File: src/sv/tbpe_pkg.sv
// package: widths, register codes, config and job types for the tape block pulse encoder
package tbpe_pkg;

  localparam int unsigned LenW     = 16;
  localparam int unsigned CntW     = 16;
  localparam int unsigned ByteW    = 8;
  localparam int unsigned CfgIdxW  = 3;
  localparam int unsigned CfgDataW = 16;
  localparam int unsigned BitIdxW  = 3;

  localparam int unsigned QueueDepthDef = 2;

  localparam logic [LenW-1:0] MinLen = LenW'(2);

  localparam logic [LenW-1:0] PilotLenRst  = LenW'(619);
  localparam logic [LenW-1:0] Sync1LenRst  = LenW'(191);
  localparam logic [LenW-1:0] Sync2LenRst  = LenW'(210);
  localparam logic [LenW-1:0] ZeroLenRst   = LenW'(244);
  localparam logic [LenW-1:0] OneLenRst    = LenW'(489);
  localparam logic [CntW-1:0] HdrCntRst    = CntW'(8063);
  localparam logic [CntW-1:0] DataCntRst   = CntW'(3223);
  localparam logic            AppendCsRst  = 1'b1;

  localparam logic [CntW-1:0] SyncCount = CntW'(1);
  localparam logic [CntW-1:0] BitCount  = CntW'(2);
  localparam logic [ByteW-1:0] HeaderFlag = ByteW'(0);

  typedef enum logic [CfgIdxW-1:0] {
    REG_PILOT_LEN  = 3'd0,
    REG_SYNC1_LEN  = 3'd1,
    REG_SYNC2_LEN  = 3'd2,
    REG_ZERO_LEN   = 3'd3,
    REG_ONE_LEN    = 3'd4,
    REG_HDR_COUNT  = 3'd5,
    REG_DATA_COUNT = 3'd6,
    REG_APPEND_CS  = 3'd7
  } reg_idx_e;

  typedef enum logic [2:0] {
    PH_PILOT,
    PH_SYNC1,
    PH_SYNC2,
    PH_DATA,
    PH_CSUM
  } phase_e;

  typedef struct packed {
    logic [LenW-1:0] pilot_len;
    logic [LenW-1:0] sync1_len;
    logic [LenW-1:0] sync2_len;
    logic [LenW-1:0] zero_len;
    logic [LenW-1:0] one_len;
    logic [CntW-1:0] hdr_count;
    logic [CntW-1:0] data_count;
    logic            append_cs;
  } cfg_t;

  typedef struct packed {
    logic [ByteW-1:0] data_byte;
    logic             first;
    logic             last;
    logic             is_header;
    logic [ByteW-1:0] csum;
  } job_t;

  function automatic logic [LenW-1:0] clamp_len(input logic [LenW-1:0] v);
    return (v < MinLen) ? MinLen : v;
  endfunction

endpackage

File: src/sv/tbpe_if.sv
// interfaces: byte input channel and pulse run output channel
interface tbpe_in_if;
  logic                      valid;
  logic                      ready;
  logic [tbpe_pkg::ByteW-1:0] data_byte;
  logic                      first_byte;
  logic                      last_byte;

  modport source (output valid, output data_byte, output first_byte, output last_byte,
                  input ready);
  modport sink (input valid, input data_byte, input first_byte, input last_byte,
                output ready);
endinterface

interface tbpe_out_if;
  logic                      valid;
  logic                      ready;
  logic [tbpe_pkg::LenW-1:0] pulse_us;
  logic [tbpe_pkg::CntW-1:0] pulse_count;
  logic                      start_level;
  logic                      run_last;
  logic                      block_done;

  modport source (output valid, output pulse_us, output pulse_count, output start_level,
                  output run_last, output block_done, input ready);
  modport sink (input valid, input pulse_us, input pulse_count, input start_level,
                input run_last, input block_done, output ready);
endinterface

File: src/sv/tbpe_front.sv
// front end: accepts bytes, keeps the running checksum, builds jobs for the queue
module tbpe_front (
  input  logic             clk_i,
  input  logic             rst_ni,
  tbpe_in_if.sink          in_i,
  output logic             push_valid_o,
  input  logic             push_ready_i,
  output tbpe_pkg::job_t   push_job_o
);
  import tbpe_pkg::*;

  logic [ByteW-1:0] csum_q, csum_d;
  logic             accept;

  assign in_i.ready   = push_ready_i;
  assign push_valid_o = in_i.valid;
  assign accept       = in_i.valid && push_ready_i;

  always_comb begin
    csum_d = in_i.first_byte ? in_i.data_byte : (csum_q ^ in_i.data_byte);
  end

  always_comb begin
    push_job_o.data_byte = in_i.data_byte;
    push_job_o.first     = in_i.first_byte;
    push_job_o.last      = in_i.last_byte;
    push_job_o.is_header = (in_i.data_byte == HeaderFlag);
    push_job_o.csum      = csum_d;
  end

  always_ff @(posedge clk_i or negedge rst_ni) begin
    if (!rst_ni) begin
      csum_q <= '0;
    end else if (accept) begin
      csum_q <= csum_d;
    end
  end

endmodule

File: src/sv/tbpe_queue.sv
// job queue between front end and run generator
module tbpe_queue #(
  parameter int unsigned Depth = tbpe_pkg::QueueDepthDef
) (
  input  logic           clk_i,
  input  logic           rst_ni,
  input  logic           push_valid_i,
  output logic           push_ready_o,
  input  tbpe_pkg::job_t push_job_i,
  output logic           pop_valid_o,
  output tbpe_pkg::job_t pop_job_o,
  input  logic           pop_i
);
  import tbpe_pkg::*;

  localparam int unsigned PtrW = (Depth > 1) ? $clog2(Depth) : 1;
  localparam int unsigned CntW2 = $clog2(Depth + 1);

  job_t             mem_q [Depth];
  logic [PtrW-1:0]  wr_ptr_q, wr_ptr_d, rd_ptr_q, rd_ptr_d;
  logic [CntW2-1:0] fill_q, fill_d;
  logic             do_push, do_pop;

  assign push_ready_o = (fill_q != CntW2'(Depth));
  assign pop_valid_o  = (fill_q != '0);
  assign pop_job_o    = mem_q[rd_ptr_q];
  assign do_push      = push_valid_i && push_ready_o;
  assign do_pop       = pop_i && pop_valid_o;

  always_comb begin
    wr_ptr_d = wr_ptr_q;
    rd_ptr_d = rd_ptr_q;
    fill_d   = fill_q;
    if (do_push) begin
      wr_ptr_d = (wr_ptr_q == PtrW'(Depth - 1)) ? '0 : wr_ptr_q + PtrW'(1);
    end
    if (do_pop) begin
      rd_ptr_d = (rd_ptr_q == PtrW'(Depth - 1)) ? '0 : rd_ptr_q + PtrW'(1);
    end
    if (do_push && !do_pop) begin
      fill_d = fill_q + CntW2'(1);
    end else if (do_pop && !do_push) begin
      fill_d = fill_q - CntW2'(1);
    end
  end

  always_ff @(posedge clk_i or negedge rst_ni) begin
    if (!rst_ni) begin
      wr_ptr_q <= '0;
      rd_ptr_q <= '0;
      fill_q   <= '0;
    end else begin
      wr_ptr_q <= wr_ptr_d;
      rd_ptr_q <= rd_ptr_d;
      fill_q   <= fill_d;
    end
  end

  always_ff @(posedge clk_i) begin
    if (do_push) begin
      mem_q[wr_ptr_q] <= push_job_i;
    end
  end

endmodule

File: src/sv/tbpe_back.sv
// back end: walks a job through pilot, sync, data and checksum runs
module tbpe_back (
  input  logic           clk_i,
  input  logic           rst_ni,
  input  tbpe_pkg::cfg_t cfg_i,
  input  logic           job_valid_i,
  input  tbpe_pkg::job_t job_i,
  output logic           job_pop_o,
  tbpe_out_if.source     out_o
);
  import tbpe_pkg::*;

  phase_e             phase_q, phase_d, cur_phase, start_phase;
  logic [BitIdxW-1:0] bit_q, bit_d;
  logic               busy_q, busy_d;
  logic               level_q, level_d;
  logic               fire, job_end, with_cs;
  logic [CntW-1:0]    pilot_cnt;
  logic [LenW-1:0]    run_len;
  logic [CntW-1:0]    run_cnt;
  logic               run_last;

  logic               out_valid_q;
  logic [LenW-1:0]    pulse_us_q;
  logic [CntW-1:0]    pulse_count_q;
  logic               start_level_q, run_last_q, block_done_q;

  assign pilot_cnt = job_i.is_header ? cfg_i.hdr_count : cfg_i.data_count;
  assign with_cs   = job_i.last && cfg_i.append_cs;
  assign fire      = job_valid_i && (!out_valid_q || out_o.ready);

  always_comb begin
    if (!job_i.first) begin
      start_phase = PH_DATA;
    end else if (pilot_cnt != '0) begin
      start_phase = PH_PILOT;
    end else begin
      start_phase = PH_SYNC1;
    end
    cur_phase = busy_q ? phase_q : start_phase;
  end

  always_comb begin
    phase_d  = cur_phase;
    bit_d    = bit_q;
    busy_d   = busy_q;
    level_d  = level_q;
    run_len  = cfg_i.zero_len;
    run_cnt  = BitCount;
    run_last = 1'b0;
    job_end  = 1'b0;
    case (cur_phase)
      PH_PILOT: begin
        run_len = cfg_i.pilot_len;
        run_cnt = pilot_cnt;
        phase_d = PH_SYNC1;
      end
      PH_SYNC1: begin
        run_len = cfg_i.sync1_len;
        run_cnt = SyncCount;
        phase_d = PH_SYNC2;
      end
      PH_SYNC2: begin
        run_len = cfg_i.sync2_len;
        run_cnt = SyncCount;
        phase_d = PH_DATA;
      end
      PH_DATA: begin
        run_len = job_i.data_byte[~bit_q] ? cfg_i.one_len : cfg_i.zero_len;
        bit_d   = bit_q + BitIdxW'(1);
        if (bit_q == '1) begin
          if (with_cs) begin
            phase_d = PH_CSUM;
          end else begin
            job_end  = 1'b1;
            run_last = 1'b1;
          end
        end
      end
      PH_CSUM: begin
        run_len = job_i.csum[~bit_q] ? cfg_i.one_len : cfg_i.zero_len;
        bit_d   = bit_q + BitIdxW'(1);
        if (bit_q == '1) begin
          job_end  = 1'b1;
          run_last = 1'b1;
        end
      end
      default: begin
        job_end = 1'b1;
      end
    endcase
    if (fire) begin
      level_d = level_q ^ run_cnt[0];
      busy_d  = !job_end;
      if (job_end) begin
        bit_d = '0;
      end
    end else begin
      phase_d = phase_q;
      bit_d   = bit_q;
    end
  end

  assign job_pop_o = fire && job_end;

  always_ff @(posedge clk_i or negedge rst_ni) begin
    if (!rst_ni) begin
      phase_q     <= PH_DATA;
      bit_q       <= '0;
      busy_q      <= 1'b0;
      level_q     <= 1'b0;
      out_valid_q <= 1'b0;
    end else begin
      phase_q <= phase_d;
      bit_q   <= bit_d;
      busy_q  <= busy_d;
      level_q <= level_d;
      if (fire) begin
        out_valid_q <= 1'b1;
      end else if (out_o.ready) begin
        out_valid_q <= 1'b0;
      end
    end
  end

  always_ff @(posedge clk_i) begin
    if (fire) begin
      pulse_us_q    <= clamp_len(run_len);
      pulse_count_q <= run_cnt;
      start_level_q <= ~level_q;
      run_last_q    <= run_last;
      block_done_q  <= run_last && job_i.last;
    end
  end

  assign out_o.valid       = out_valid_q;
  assign out_o.pulse_us    = pulse_us_q;
  assign out_o.pulse_count = pulse_count_q;
  assign out_o.start_level = start_level_q;
  assign out_o.run_last    = run_last_q;
  assign out_o.block_done  = block_done_q;

endmodule

File: src/sv/tape_block_pulse_encoder_top.sv
// top level: config registers, front end, job queue and run generator
//
//   port    dir  word                                               handshake
//   in_i    in   data_byte, first_byte, last_byte                   valid/ready
//   out_o   out  pulse_us, pulse_count, start_level, run_last,      valid/ready
//                block_done
//   cfg     in   cfg_we_i, cfg_idx_i, cfg_data_i                    write enable only
//
// one run leaves per cycle from the run generator unless stalled; a byte's runs are drawn
// from (pilot, two syncs, eight bit runs, eight checksum runs), set by that generator
// the front end accepts a byte per cycle until the job queue is full
// a stalled output holds its run register and the generator waits behind it
// reset: async active low; config returns to its defaults, checksum and line level to zero
module tape_block_pulse_encoder_top #(
  parameter int unsigned QueueDepth = tbpe_pkg::QueueDepthDef
) (
  input  logic                           clk_i,
  input  logic                           rst_ni,
  input  logic                           cfg_we_i,
  input  logic [tbpe_pkg::CfgIdxW-1:0]   cfg_idx_i,
  input  logic [tbpe_pkg::CfgDataW-1:0]  cfg_data_i,
  tbpe_in_if.sink                        in_i,
  tbpe_out_if.source                     out_o
);
  import tbpe_pkg::*;

  cfg_t cfg_q;
  logic push_valid, push_ready, pop_valid, pop;
  job_t push_job, pop_job;

  always_ff @(posedge clk_i or negedge rst_ni) begin
    if (!rst_ni) begin
      cfg_q.pilot_len  <= PilotLenRst;
      cfg_q.sync1_len  <= Sync1LenRst;
      cfg_q.sync2_len  <= Sync2LenRst;
      cfg_q.zero_len   <= ZeroLenRst;
      cfg_q.one_len    <= OneLenRst;
      cfg_q.hdr_count  <= HdrCntRst;
      cfg_q.data_count <= DataCntRst;
      cfg_q.append_cs  <= AppendCsRst;
    end else if (cfg_we_i) begin
      case (reg_idx_e'(cfg_idx_i))
        REG_PILOT_LEN:  cfg_q.pilot_len  <= cfg_data_i;
        REG_SYNC1_LEN:  cfg_q.sync1_len  <= cfg_data_i;
        REG_SYNC2_LEN:  cfg_q.sync2_len  <= cfg_data_i;
        REG_ZERO_LEN:   cfg_q.zero_len   <= cfg_data_i;
        REG_ONE_LEN:    cfg_q.one_len    <= cfg_data_i;
        REG_HDR_COUNT:  cfg_q.hdr_count  <= cfg_data_i;
        REG_DATA_COUNT: cfg_q.data_count <= cfg_data_i;
        REG_APPEND_CS:  cfg_q.append_cs  <= cfg_data_i[0];
        default: begin
          cfg_q <= cfg_q;
        end
      endcase
    end
  end

  tbpe_front u_front (
    .clk_i        (clk_i),
    .rst_ni       (rst_ni),
    .in_i         (in_i),
    .push_valid_o (push_valid),
    .push_ready_i (push_ready),
    .push_job_o   (push_job)
  );

  tbpe_queue #(
    .Depth (QueueDepth)
  ) u_queue (
    .clk_i        (clk_i),
    .rst_ni       (rst_ni),
    .push_valid_i (push_valid),
    .push_ready_o (push_ready),
    .push_job_i   (push_job),
    .pop_valid_o  (pop_valid),
    .pop_job_o    (pop_job),
    .pop_i        (pop)
  );

  tbpe_back u_back (
    .clk_i       (clk_i),
    .rst_ni      (rst_ni),
    .cfg_i       (cfg_q),
    .job_valid_i (pop_valid),
    .job_i       (pop_job),
    .job_pop_o   (pop),
    .out_o       (out_o)
  );

endmodule

File: src/flat_wrapper.sv
// flat-port wrapper written by rule: the top's interface ports become plain ports
module tape_block_pulse_encoder_top_flat import tbpe_pkg::*;
#(
  parameter int unsigned QueueDepth = tbpe_pkg::QueueDepthDef
)
  (clk_i, rst_ni, cfg_we_i, cfg_idx_i, cfg_data_i, in_i_valid, in_i_data_byte, in_i_first_byte, in_i_last_byte, in_i_ready, out_o_valid, out_o_pulse_us, out_o_pulse_count, out_o_start_level, out_o_run_last, out_o_block_done, out_o_ready);
  tbpe_in_if in_i_i ();
  tbpe_out_if out_o_i ();
  input  logic clk_i;
  input  logic rst_ni;
  input  logic cfg_we_i;
  input  logic [tbpe_pkg::CfgIdxW-1:0] cfg_idx_i;
  input  logic [tbpe_pkg::CfgDataW-1:0] cfg_data_i;
  input wire logic [$bits(in_i_i.valid)-1:0] in_i_valid;
  input wire logic [$bits(in_i_i.data_byte)-1:0] in_i_data_byte;
  input wire logic [$bits(in_i_i.first_byte)-1:0] in_i_first_byte;
  input wire logic [$bits(in_i_i.last_byte)-1:0] in_i_last_byte;
  output wire logic [$bits(in_i_i.ready)-1:0] in_i_ready;
  output wire logic [$bits(out_o_i.valid)-1:0] out_o_valid;
  output wire logic [$bits(out_o_i.pulse_us)-1:0] out_o_pulse_us;
  output wire logic [$bits(out_o_i.pulse_count)-1:0] out_o_pulse_count;
  output wire logic [$bits(out_o_i.start_level)-1:0] out_o_start_level;
  output wire logic [$bits(out_o_i.run_last)-1:0] out_o_run_last;
  output wire logic [$bits(out_o_i.block_done)-1:0] out_o_block_done;
  input wire logic [$bits(out_o_i.ready)-1:0] out_o_ready;
  assign in_i_i.valid = in_i_valid;
  assign in_i_i.data_byte = in_i_data_byte;
  assign in_i_i.first_byte = in_i_first_byte;
  assign in_i_i.last_byte = in_i_last_byte;
  assign in_i_ready = in_i_i.ready;
  assign out_o_valid = out_o_i.valid;
  assign out_o_pulse_us = out_o_i.pulse_us;
  assign out_o_pulse_count = out_o_i.pulse_count;
  assign out_o_start_level = out_o_i.start_level;
  assign out_o_run_last = out_o_i.run_last;
  assign out_o_block_done = out_o_i.block_done;
  assign out_o_i.ready = out_o_ready;
  tape_block_pulse_encoder_top #(.QueueDepth(QueueDepth)) u_core (.clk_i(clk_i), .rst_ni(rst_ni), .cfg_we_i(cfg_we_i), .cfg_idx_i(cfg_idx_i), .cfg_data_i(cfg_data_i), .in_i(in_i_i), .out_o(out_o_i));
endmodule
File: config.mk
export PLATFORM = sky130hd
export DESIGN_NAME = tape_block_pulse_encoder_top_flat
export DESIGN_NICKNAME = d
export VERILOG_FILES = /design/src/sv/tbpe_pkg.sv /design/src/sv/tbpe_if.sv /design/src/sv/tbpe_front.sv /design/src/sv/tbpe_queue.sv /design/src/sv/tbpe_back.sv /design/src/sv/tape_block_pulse_encoder_top.sv /design/src/flat_wrapper.sv
export SDC_FILE = /design/constraint.sdc
export NUM_CORES = 1
export LEC_CHECK = 0
export CORE_UTILIZATION = 60
export DETAILED_ROUTE_END_ITERATION = 16
export DONT_BUFFER_PORTS = 1
export PLACE_DENSITY = 0.76
export SETUP_SLACK_MARGIN = 0.1
export SLEW_MARGIN = 10
export SYNTH_ARGS = -nofsm -noshare
export SYNTH_HDL_FRONTEND = slang
export SYNTH_SLANG_ARGS = --single-unit
File: constraint.sdc
create_clock -name clk_i -period 3.7 [get_ports clk_i]
set_input_delay 0.74 -clock clk_i [delete_from_list [all_inputs] [get_ports clk_i]]
set_output_delay 0.74 -clock clk_i [all_outputs]
set_load 0.01 [all_outputs]
# --- Word-level counts from Yosys, hierarchy flattened ---
# Memories as Yosys holds them, arrays and structs flattened.
# Index checks and enable logic that the tools add are counted.
totals:
  register_bits: 169
  elab_cells: 111
  ram_bits: 38
  inputBits: 34
  memories: 1
  out_inout_bits: 37
classes:
  n_bitwise: 4
  order_cmp: 2
  addsub: 5
  eq_ne: 13
  n_reduce_logical: 33
  mux: 31
mem_list:
  columns: ["name", "words", "word_bits", "read_ports", "rd_clocked_by_memory_dff", "wr", "line", "rtl"]
  rows:
  - ["u_core.u_queue.mem_q", 2, 19, 1, 0, 1, "tbpe_queue.sv:19", "job_t mem_q [Depth];"]
ops:
  columns: ["operator", "count"]
  rows:
  - ["16-bit one-hot mux with 5 select lines", 1]
  - ["16-bit 2-to-1 mux", 3]
  - ["16-bit one-hot mux with 2 select lines", 1]
  - ["3-bit equality test, second input constant", 6]
  - ["3-bit 2-to-1 mux", 6]
  - ["2-bit AND reduction", 9]
  - ["16-bit by 2-bit < comparator with 1-bit output, second input constant", 1]
  - ["16-bit nonzero test", 1]
  - ["3-bit by 2-bit equality test with 1-bit output, second input constant", 4]
  - ["1-bit 2-to-1 mux", 12]
  - ["3-bit one-hot mux with 4 select lines", 1]
  - ["1-bit logical AND", 8]
  - ["8-bit logical NOT", 1]
  - ["8-bit 2-to-1 mux", 1]
  - ["2-bit nonzero test", 4]
  - ["8-bit XOR", 1]
  - ["1-bit binary-select mux with 3-bit select", 2]
  - ["3-bit by 1-bit equality test with 1-bit output, second input constant", 2]
  - ["3-bit logical NOT", 2]
  - ["1-bit logical NOT", 4]
  - ["3-bit by 4-bit < comparator with 1-bit output, second input constant", 1]
  - ["2-bit 2-to-1 mux", 2]
  - ["2-bit OR reduction", 2]
  - ["3-bit by 1-bit adder with 3-bit output, second input constant", 1]
  - ["other kinds (11)", 12]

# --- Depth between registers and ports, before layout ---
# Gate-level depths: netlist (run 1).
# An unclocked memory read counts as a cell.
logic_depth:
  word_depth: 14
  mapped_depth: 12

# --- Cells and area by module ---
# Synthesis (run 1) repeated with hierarchy kept, for this count alone.
unflattened:
  cells_unflattened: 776
  area_unflattened_um2: 9955.8
by_module_without_submodules:
  columns: ["module", "cells_each", "area_per_inst_um2", "instances", "seq_area_each_um2"]
  rows:
  - ["tape_block_pulse_encoder_top", 248, 4416.7, 1, 2887.8]
  - ["tbpe_back", 371, 3320.7, 1, 1278.7]
  - ["tbpe_queue", 77, 1589.0, 1, 1241.2]
  - ["tbpe_front", 80, 629.4, 1, 200.2]

# --- Least setup slack after synthesis (run 1) ---
# Ideal clock, no wire load.
synth_timing:
  path_kind: "flip-flop to flip-flop"
  start: "register u_core.u_back.bit_q[1]"
  end: "register u_core.u_back.pulse_us_q[0] (netlist: u_core.u_back.out_o.pulse_us[0]), data pin"
  stages_incl_launch_ff: 11
  setup_time_ns: 0.259
  arrival_time_ns: 2.858
  required_ns: 3.441
  synth_period_minus_slack_ns: 3.117
  path_slack_ns: 0.583
  path_cell_list: "dfrtp_1 -> buf_6 -> mux4_2 -> mux4_2 -> nand2_2 -> o211ai_4 -> a222oi_1 -> nand4_1 -> nor4_2 -> nand4b_1 -> o31a_1"
synth_between:
  elab_chain_cells: 6
  elab_cells_between_ends: 9
  cone_classes: "order compare (1); mux (7); bitwise (1)"
synth_lines:
  columns: ["item", "line", "rtl"]
  rows:
  - ["from (decl)", "tbpe_back.sv:14", "logic [BitIdxW-1:0] bit_q, bit_d;"]
  - ["from (signal assigned)", "tbpe_back.sv:115", "bit_q <= bit_d;"]
  - ["3-bit NOT (*)", "tbpe_back.sv:69, tbpe_back.sv:81", null]
  - ["1-bit binary-select mux with 3-bit select, on equally long branches", "tbpe_back.sv:81, tbpe_back.sv:69", null]
  - ["1-bit 2-to-1 mux, on equally long branches", "tbpe_back.sv:81, tbpe_back.sv:69", null]
  - ["16-bit 2-to-1 mux, on equally long branches", "tbpe_back.sv:81, tbpe_back.sv:69", null]
  - ["16-bit one-hot mux with 5 select lines (*)", "tbpe_back.sv:52", "case (cur_phase)"]
  - ["16-bit by 2-bit < comparator with 1-bit output", "tbpe_pkg.sv:67", "return (v < MinLen) ? MinLen : v;"]
  - ["to (signal assigned)", "tbpe_back.sv:128", "pulse_us_q <= clamp_len(run_len);"]
  - ["to (decl)", "tbpe_back.sv:24", "logic [LenW-1:0] pulse_us_q;"]
# Every way passes the cells marked *; elsewhere a longest branch is shown, timed or not. The select of a mux whose other input is x is not followed.
# A chain may end at the register's enable or synchronous reset.

# --- Worst setup path after layout (run 1) ---
layout_timing:
  start: "register u_core.cfg_q[24] (netlist name)"
  end: "register u_core.u_back.pulse_us_q[0] (netlist: u_core.u_back.out_o.pulse_us[0]), data pin"
layout_between:
  elab_chain_cells: 8
  elab_cells_between_ends: 12
  cone_classes: "order compare (1); eq/ne (4); mux (5); reduce/logical (2)"
layout_lines:
  columns: ["item", "line", "rtl"]
  rows:
  - ["from (decl)", "tape_block_pulse_encoder_top.sv:27", "cfg_t cfg_q;"]
  - ["from (signal assigned)", "tape_block_pulse_encoder_top.sv:52", "cfg_q <= cfg_q;"]
  - ["16-bit 2-to-1 mux (*)", "tbpe_back.sv:28", "assign pilot_cnt = job_i.is_header ? cfg_i.hdr_count : cfg_i.data_count;"]
  - ["16-bit nonzero test (*)", "tbpe_back.sv:35", "end else if (pilot_cnt != '0) begin"]
  - ["1-bit 2-to-1 mux (*)", "tbpe_back.sv:35", null]
  - ["3-bit 2-to-1 mux (*)", "tbpe_back.sv:33", "if (!job_i.first) begin"]
  - ["3-bit 2-to-1 mux (*)", "tbpe_back.sv:40", "cur_phase = busy_q ? phase_q : start_phase;"]
  - ["3-bit equality test, or another cell as far along", "tbpe_back.sv:52", null]
  - ["16-bit one-hot mux with 5 select lines (*)", "tbpe_back.sv:52", null]
  - ["16-bit by 2-bit < comparator with 1-bit output", "tbpe_pkg.sv:67", null]
# Every way passes the cells marked *; elsewhere a longest branch is shown, timed or not.

==> run summary, run 1 <==
Counting distinct cell types in the post-synthesis netlist gives 68. The clock transition time at the flip-flop clock pins of the worst setup and hold paths came out at 0.07 ns. The commonest non-fill, non-tap cell in the layout is mux2_2. The area growth from synthesis to layout came out at 13.2%. The number of enable flip-flop cells after synthesis came out at 73. The number of global-route vias before repair is 6,305.

The first-pass detailed-route iteration total came out at 8. In the final design database the tool counted 780 nets. STA classifies the critical path endpoint as a register. Clock tree synthesis found a total of 207 sinks. Before CTS, the worst setup slack after placement is -0.0350 ns. The flow ran to the end, and the final reports show no timing, DRC or antenna violations. After synthesis the netlist holds a flip-flop and latch count of 207. The average via count per standard cell came out at 6.43. The largest net degree at the start of global routing came out at 85. The core outline area is 0.0153 mm². Across the VDD grid, the largest voltage drop is 0.737 mV. The cell count after synthesis is 719. Based on the critical path, the design can be clocked at up to 288 MHz.

The element type at the critical path start is a register. The number of buffer cells added on primary ports came out at 0. The Yosys step of the flow raised 0 warnings. The arrival time reported for the critical path endpoint is 3.73 ns. The source-to-sink clock delay at the later pin of the worst-skew pair is 0.50 ns.

The headroom to the max-slew limit came out at 30.0%. The wire length of the first global-routing pass is 35,500 µm. The initial antenna violation count is 0.

The final setup skew came out at 0.0105 ns. In this run the horizontal extent of the chip is 127 µm. CTS built an H-tree with a depth of 1. After floorplanning, the core was divided into 45 placement rows.

After routing the design area is 0.0106 mm². After legalization and detailed placement, the total HPWL measured 15,100 µm. The weighted congestion at the end of routability-driven global placement is 0.926.

The routed via count came out at 6,238. Among all flip-flop cells after synthesis, the most frequent one is dfrtp_1. The total power after layout came out at 9.22 mW. The number of DRC markers in iteration 0 came out at 658. The portion of the clock cycle consumed by the worst path in the final layout came out at 93.9%. Setup repair after global routing left no endpoint under its margin. 0 antenna diodes ended up in the layout. The max-slew violation count was 0. The residual overflow from global routing is 0. The worst setup margin is 0.225 ns. The die covers 0.0162 mm². The number of nets with antenna violations after routing came out at 0. After the flow finishes, the layout carries non-filler instances totaling 970. The layout cell share with drive strength beyond 1 is 36.6%. The core occupancy in the finished layout is 69.8%.

The number of failing hold endpoints at the final stage is 0. The worst setup path is of the reg2reg kind. The number of clock buffers inserted by TritonCTS is 22. Walking the worst path, the cells encountered are nor4_2, nand4_1, a221oi_4, mux2_2, a222oi_1, nand4_1, nor4_2, nand4b_1, o31a_1. The number of cells in the design after placement came out at 920. The min-delay analysis places its worst path in the category in2async. The synthesized area per cell came out at 13.1 µm². The final critical-path required period is 3.47 ns. On the worst path, the slowest cell contributes a delay of 0.44 ns.

The setup-violating endpoint count in the final report came out at 0. Global routing used 29.0% of the available tracks. The buffer levels on the longest clock path is 3. The fraction of synthesis flops using an asynchronous set or reset pin is 64.7%. From bottom edge to top edge, the die measures 127 µm. The register area share after synthesis came out at 59.6%. The final routed wirelength across all metal layers is 22,600 µm. The static leakage is 4.15 nW. The post-detailed-route DRC marker count is 0. The post-synthesis instance area came out at 0.00941 mm².

During I/O placement, the number of pins put on the boundary was 71. The top cell types in the final layout, fill and taps aside, are mux2_2, dfrtp_1, nand2_1. In this run the worst path has a maximum fanout of 4.

The total power density per cell area is 866 mW/mm². For this design, the slowest cell found on the critical path is nor4_2. After detailed placement, the total cell area comes to 0.00974 mm².

The buffer cell driving the clock tree root is clkbuf_16. TritonCTS built the clock tree. The tool flagged a number of max-cap violations equal to 0. The detailed-route wire length per cell is 23.3 µm. The initial core utilization is 61.7%. At the pin with the least slew margin, the transition time is 1.05 ns. The number of nets produced by synthesis is 756.

The data required time of the critical path came out at 3.96 ns.
==> cell families (layout without fill, tap and decap cells) <==
| family | Yosys count | after routing | synth area share, % |
|---|---|---|---|
| and+or+nand+nor | 183 | 183 | 9.45 |
| buffers and inverters | 46 | 86 | 2.02 |
| muxes | 154 | 154 | 19.1 |
| xor gates and xnor gates | 14 | 14 | 1.30 |
| AOI/OAI and AO/OA | 112 | 112 | 8.14 |
| DFF | 207 | 207 | 59.6 |
| adders and majority gates | 3 | 3 | 0.399 |
==> path summary, 6_finish.rpt <==
path                                  startpoint                               to  slack [ns]  cells after the start
min                                       rst_ni                 u_core.cfg_q[28]        0.08                      0
max reg2reg                     u_core.cfg_q[24]  u_core.u_back.out_o.pulse_us[0]        0.23                      9
min reg2reg                u_core.u_back.level_q            u_core.u_back.level_q        0.48                      1
max in group asynchronous                 rst_ni           u_core.u_back.bit_q[1]        3.17                      1
min in group clk_i             in_i_data_byte[7]      u_core.u_queue.mem_q[0][18]        0.33                      0
max                             u_core.cfg_q[24]  u_core.u_back.out_o.pulse_us[0]        0.23                      9
==> through the flow <==
stage	hold slack [ns]	TNS [ns]
floorplan	0.444	0
global placement	0.450	0
detailed placement	0.450	-0.0350
CTS	0.0724	0
global route	0.0548	0
finish	0.0811	0
==> metal layers <==
layer | track usage [%] | share of wire [%] | vias to the layer above
met2 | 49.6 | 51 | 276
met3 | 5.15 | 6.7 | 50
met1 | 38.1 | 40 | 3190
met5 | 0 | 0 | -
met4 | 8.82 | 2.7 | 0
li1 | - | - | 2722
==> state kept, by name, summed over array words and instances (netlist names) <==
| signal | cells |
|---|---|
| u_core.u_back.level_q | 1 |
| u_core.u_back.bit_q | 3 |
| u_core.u_back.out_o.valid | 1 |
| u_core.cfg_q | 113 |
| u_core.u_back.out_o.run_last | 1 |
| u_core.u_queue.fill_q | 2 |
| u_core.u_queue.rd_ptr_q | 1 |
| u_core.u_back.phase_q | 3 |
| u_core.u_back.out_o.block_done | 1 |
| u_core.u_queue.wr_ptr_q | 1 |
| u_core.u_back.out_o.pulse_us | 16 |
| u_core.u_back.out_o.start_level | 1 |
| u_core.u_back.out_o.pulse_count | 16 |
| u_core.u_back.busy_q | 1 |
| u_core.u_front.csum_q | 8 |
| u_core.u_queue.mem_q | 38 |
==> layout make-up <==
cell class | count | area (µm²)
sequential | 207 | 5610
fill | 1024 | 4610
multi-input combinational | 466 | 3720
clock buffer | 28 | 614
timing repair buffer | 34 | 279
tap | 211 | 264
clock inverter | 12 | 114
inverter | 12 | 45.0
==> Yosys cell counts, types with 3 or more instances <==
library cell,n,share of area [%]
mux4_2,6,1.4
edfxtp_1,73,23
a222oi_1,4,0.43
o21ai_0,22,1.2
mux2i_1,18,1.9
nor3b_1,3,0.24
o22ai_1,4,0.27
and2_1,4,0.27
mux2_2,128,15
nor4_1,10,0.66
a21oi_1,31,1.6
nand2b_1,11,0.73
nor2_1,26,1.0
o21a_1,4,0.32
dfrtp_1,84,22
buf_2,5,0.27
o21ai_1,4,0.21
a22oi_1,4,0.32
inv_1,12,0.48
clkbuf_1,25,1.0
nor3_1,14,0.74
a31oi_1,8,0.53
and3_1,5,0.33
dfstp_2,50,14
nand4b_1,4,0.37
o31ai_1,3,0.24
nand4_1,4,0.27
nand2_1,78,3.1
ha_1,3,0.40
nand3_1,9,0.48
nor2b_1,5,0.33
xnor2_1,12,1.1
==> critical path: cells and delay by family, from the launching register on <==
kind,cells,cell delay (ns)
DFF,1,0.41
muxes,1,0.38
and+or+nand+nor,5,1.47
AOI/OAI and AO/OA,3,0.98
==> report_power, final <==
group / leakage (nW) / switching (mW) / internal [mW] / total, mW
Clock: 0.357 / 0.890 / 1.32 / 2.20
Combinational: 1.56 / 1.76 / 1.37 / 3.13
Sequential: 2.23 / 0.557 / 3.33 / 3.89
Total: 4.15 / 3.21 / 6.01 / 9.22
==> timing repair <==
item,in CTS,in global routing
hold buffers,1,0
setup buffers,3,6
pin swaps,1,10
setup endpoints to repair,2,2
endpoints found under the hold margin,84,0
resized for setup,2,17
Note: power is estimated with default switching activity, not from simulation.
==> inputs of run 2 (changes only) <==
--- a/config.mk
+++ b/config.mk
@@ -5,10 +5,10 @@
 export SDC_FILE = /design/constraint.sdc
 export NUM_CORES = 1
 export LEC_CHECK = 0
-export CORE_UTILIZATION = 60
+export CORE_ASPECT_RATIO = 1.4
+export CORE_UTILIZATION = 50
 export DETAILED_ROUTE_END_ITERATION = 16
 export DONT_BUFFER_PORTS = 1
-export PLACE_DENSITY = 0.76
 export SETUP_SLACK_MARGIN = 0.1
 export SLEW_MARGIN = 10
 export SYNTH_ARGS = -nofsm -noshare
==> run 2 against run 1 <==
Effect of this change: first-iteration DRC count fell by 34%; die area rose by 20%; routed wire length rose by 4.0%; register-to-register slack improved by 0.02 ns; maximum frequency rose by 0.63%; total power fell by 0.88%; worst setup slack improved by 0.022 ns; global-route usage fell by 3.8 points; sequential cell count did not move; via count fell by 2.9%; sequential power barely moved; critical path depth rose by 2; critical path type unchanged; largest power group unchanged; highest routed layer unchanged.
==> run summary, run 2 (synthesized netlist as in run 1, its figures left out) <==
The worst setup path is launched from a register. After the flow finishes, the layout carries non-filler instances totaling 1,011. The global-route track usage on met1 is 28.9%. Headroom to the max-slew limit came out at 33.7%. The buffer cell driving the clock tree root is clkbuf_16.

The transition time at the pin with the least slew margin is 0.990 ns. The max-slew violation count is 0. The first global-routing pass estimated 36,900 µm of wire. The all-layer global routing usage came out at 25.2%.

Of all nets on the critical path, the largest fanout is 8. The final setup skew is 0.0111 ns. In this run, flip-flops and latches consume 42.4% of the power. The longest clock path from root to sink contains 3 buffers.

Buffers inserted during clock tree synthesis total 21. The core occupancy in the finished layout came out at 57.5%. The vertical die dimension is 164 µm. The portion of the clock cycle consumed by the worst path in the final layout is 93.3%.

The largest registers in the layout are u_core.cfg_q: 113 flops, u_core.u_queue.mem_q: 38 flops. The part of the power in the clock network came out at 22.3%. TritonCTS built the clock tree. The number of cells in the design after placement came out at 974. The half-perimeter wire length after detailed placement came out at 16,700 µm. The logic gate share of total power came out at 35.3%. The setup path with the least slack is of type reg2reg. For this run the aggregate overflow at the end of global routing stands at 0. The chip width is 118 µm.

The data required time of the critical path is 3.95 ns. The total power after layout came out at 9.14 mW. The initial antenna violation count came to 0. Setup repair after global routing left no endpoint under its margin. The worst-case vdd ir drop came out at 0.516 mV. The power dissipated by switching net loads came out at 3.20 mW. The sequential cell area came out at 0.00561 mm². The final routed wirelength across all metal layers came out at 23,500 µm. The static leakage came out at 4.17 nW. The met2 track demand over resource is 46.2%. The first routing iteration left 437 violations. The layout has 1,530 filler cells. The routed via count came out at 6,056. The area taken by multi-input logic gates is 0.00366 mm². The largest register by flop count is u_core.cfg_q. The number of levels in the clock H-tree is 1.

Clock tree synthesis found a total of 207 sinks. The top cell types in the final layout, fill and taps aside, are mux2_2, dfrtp_1, nand2_1. The total power density per cell area came out at 858 mW/mm². The sum of negative setup slack is 0 ns. The number of flip-flops under the largest register name is 113. Of the cells placed in the final design, the portion with a size suffix greater than 1 is 36.1%. The initial core utilization is 50.8%. The min-delay analysis places its worst path in the category in2async. Summing all non-filler instances in the final layout gives an area of 0.0107 mm². The peak clock frequency supported by timing came out at 290 MHz. In this run the critical register-to-register path is launched from u_core.u_queue.rd_ptr_q. The number of nets at the end of the flow is 791.

The met3 usage came out at 3.65%. The run finished with clean final reports. The number of failing hold endpoints at the final stage was 0. In this run the post-CTS setup repair buffer count came out at 0.

The largest net degree at the start of global routing came out at 85. The internal power of the cells totals 5.94 mW. The commonest non-fill, non-tap cell in the layout is mux2_2. In this run the core area contains 59 standard-cell rows. The first-pass detailed-route iteration total came out at 5. Tracing the worst setup path back leads to its startpoint at u_core.u_queue.rd_ptr_q. STA classifies the critical path endpoint as a register. The max capacitance violation total came out at 0. The core outline area came out at 0.0185 mm². The arrival time reported for the critical path endpoint came out at 3.70 ns. After layout, the minimum clock period comes to 3.45 ns. Dividing the detail-routed via count by the number of cells gives 5.99. The number of buffer cells added on primary ports is 0. Once placement finished, the instance area stood at 0.00994 mm². The detail route stage leaves a number of antenna-violating nets equal to 0. The detailed-route wire length per cell is 23.3 µm.

The clock transition time at the flip-flop clock pins of the worst setup and hold paths came out at 0.06 ns. The weighted congestion at the end of routability-driven global placement came out at 0.905. During I/O placement, the number of pins put on the boundary was 71.

The switching share of power came out at 35.0%. The post-detailed-route DRC marker count is 0. The area growth from synthesis to layout came out at 13.2%. The antenna diode count came out at 0.

The area enclosed by the die boundary came out at 0.0194 mm². The setup-violating endpoint count in the final report came out at 0. The source-to-sink clock delay at the later pin of the worst-skew pair came out at 0.49 ns.

The number of global-route vias before repair came out at 6,339. After global routing, the most crowded layer is met2.
## run 2: metal layers
metal,wire [µm],vias to the layer above
met5,0,-
met3,1030,66
li1,-,2733
met2,12500,215
met4,1080,0
met1,8910,3042
## run 2: power groups by stage
stage,clock network [mW],registers (mW),logic (mW)
2_1_floorplan,0,3.69,2.15
3_3_place_gp,0,3.88,3.08
3_5_place_dp,0,3.90,3.14
4_1_cts,2.08,3.87,3.18
5_1_grt,2.17,3.95,3.47
6_report,2.04,3.88,3.22
## run 2: through the flow
step	hold slack, ns	setup slack [ns]
CTS	0.0758	0.108
floorplan	0.444	0.583
global placement	0.448	0.172
global route	0.0704	0.102
finish	0.0922	0.247
detailed placement	0.449	0.125
## run 2: worst max-delay path: stages (launching register included)
cell and delay [ns]:
dfrtp_1 0.43, buf_4 0.22, mux2i_2 0.37, nor3_2 0.13, a221oi_4 0.35, buf_4 0.22, mux2_2 0.34, a221oi_1 0.24
a31oi_1 0.15, nor3_1 0.27, nand4b_1 0.17, o31a_1 0.32
## run 2: path summary, 6_finish.rpt
check	endpoint	slack, ns	cells after the start
setup / recovery	u_core.u_back.out_o.pulse_us[0]	0.25	11
hold / removal	u_core.cfg_q[19]	0.09	0
setup reg to reg	u_core.u_back.out_o.pulse_us[0]	0.25	11
hold reg to reg	u_core.u_back.level_q	0.47	1
max in group asynchronous	u_core.u_back.bit_q[1]	3.17	1
min in group clk_i	u_core.u_queue.mem_q[0][9]	0.34	0
## run 2: area by class of cell
cell class	instances	share of cell area, %
flip-flops and latches	207	52.7
multi-input cells	466	34.3
clock buffers	27	5.44
repair buffers	46	3.55
well taps	244	2.87
clock inverters	9	0.728
inverters	12	0.423
## run 2: timing repair
action                                  CTS  global route
endpoints found under the hold margin    84             0
resized for setup                         0             9
hold buffers                              1             0
endpoints found under the setup margin    0             2
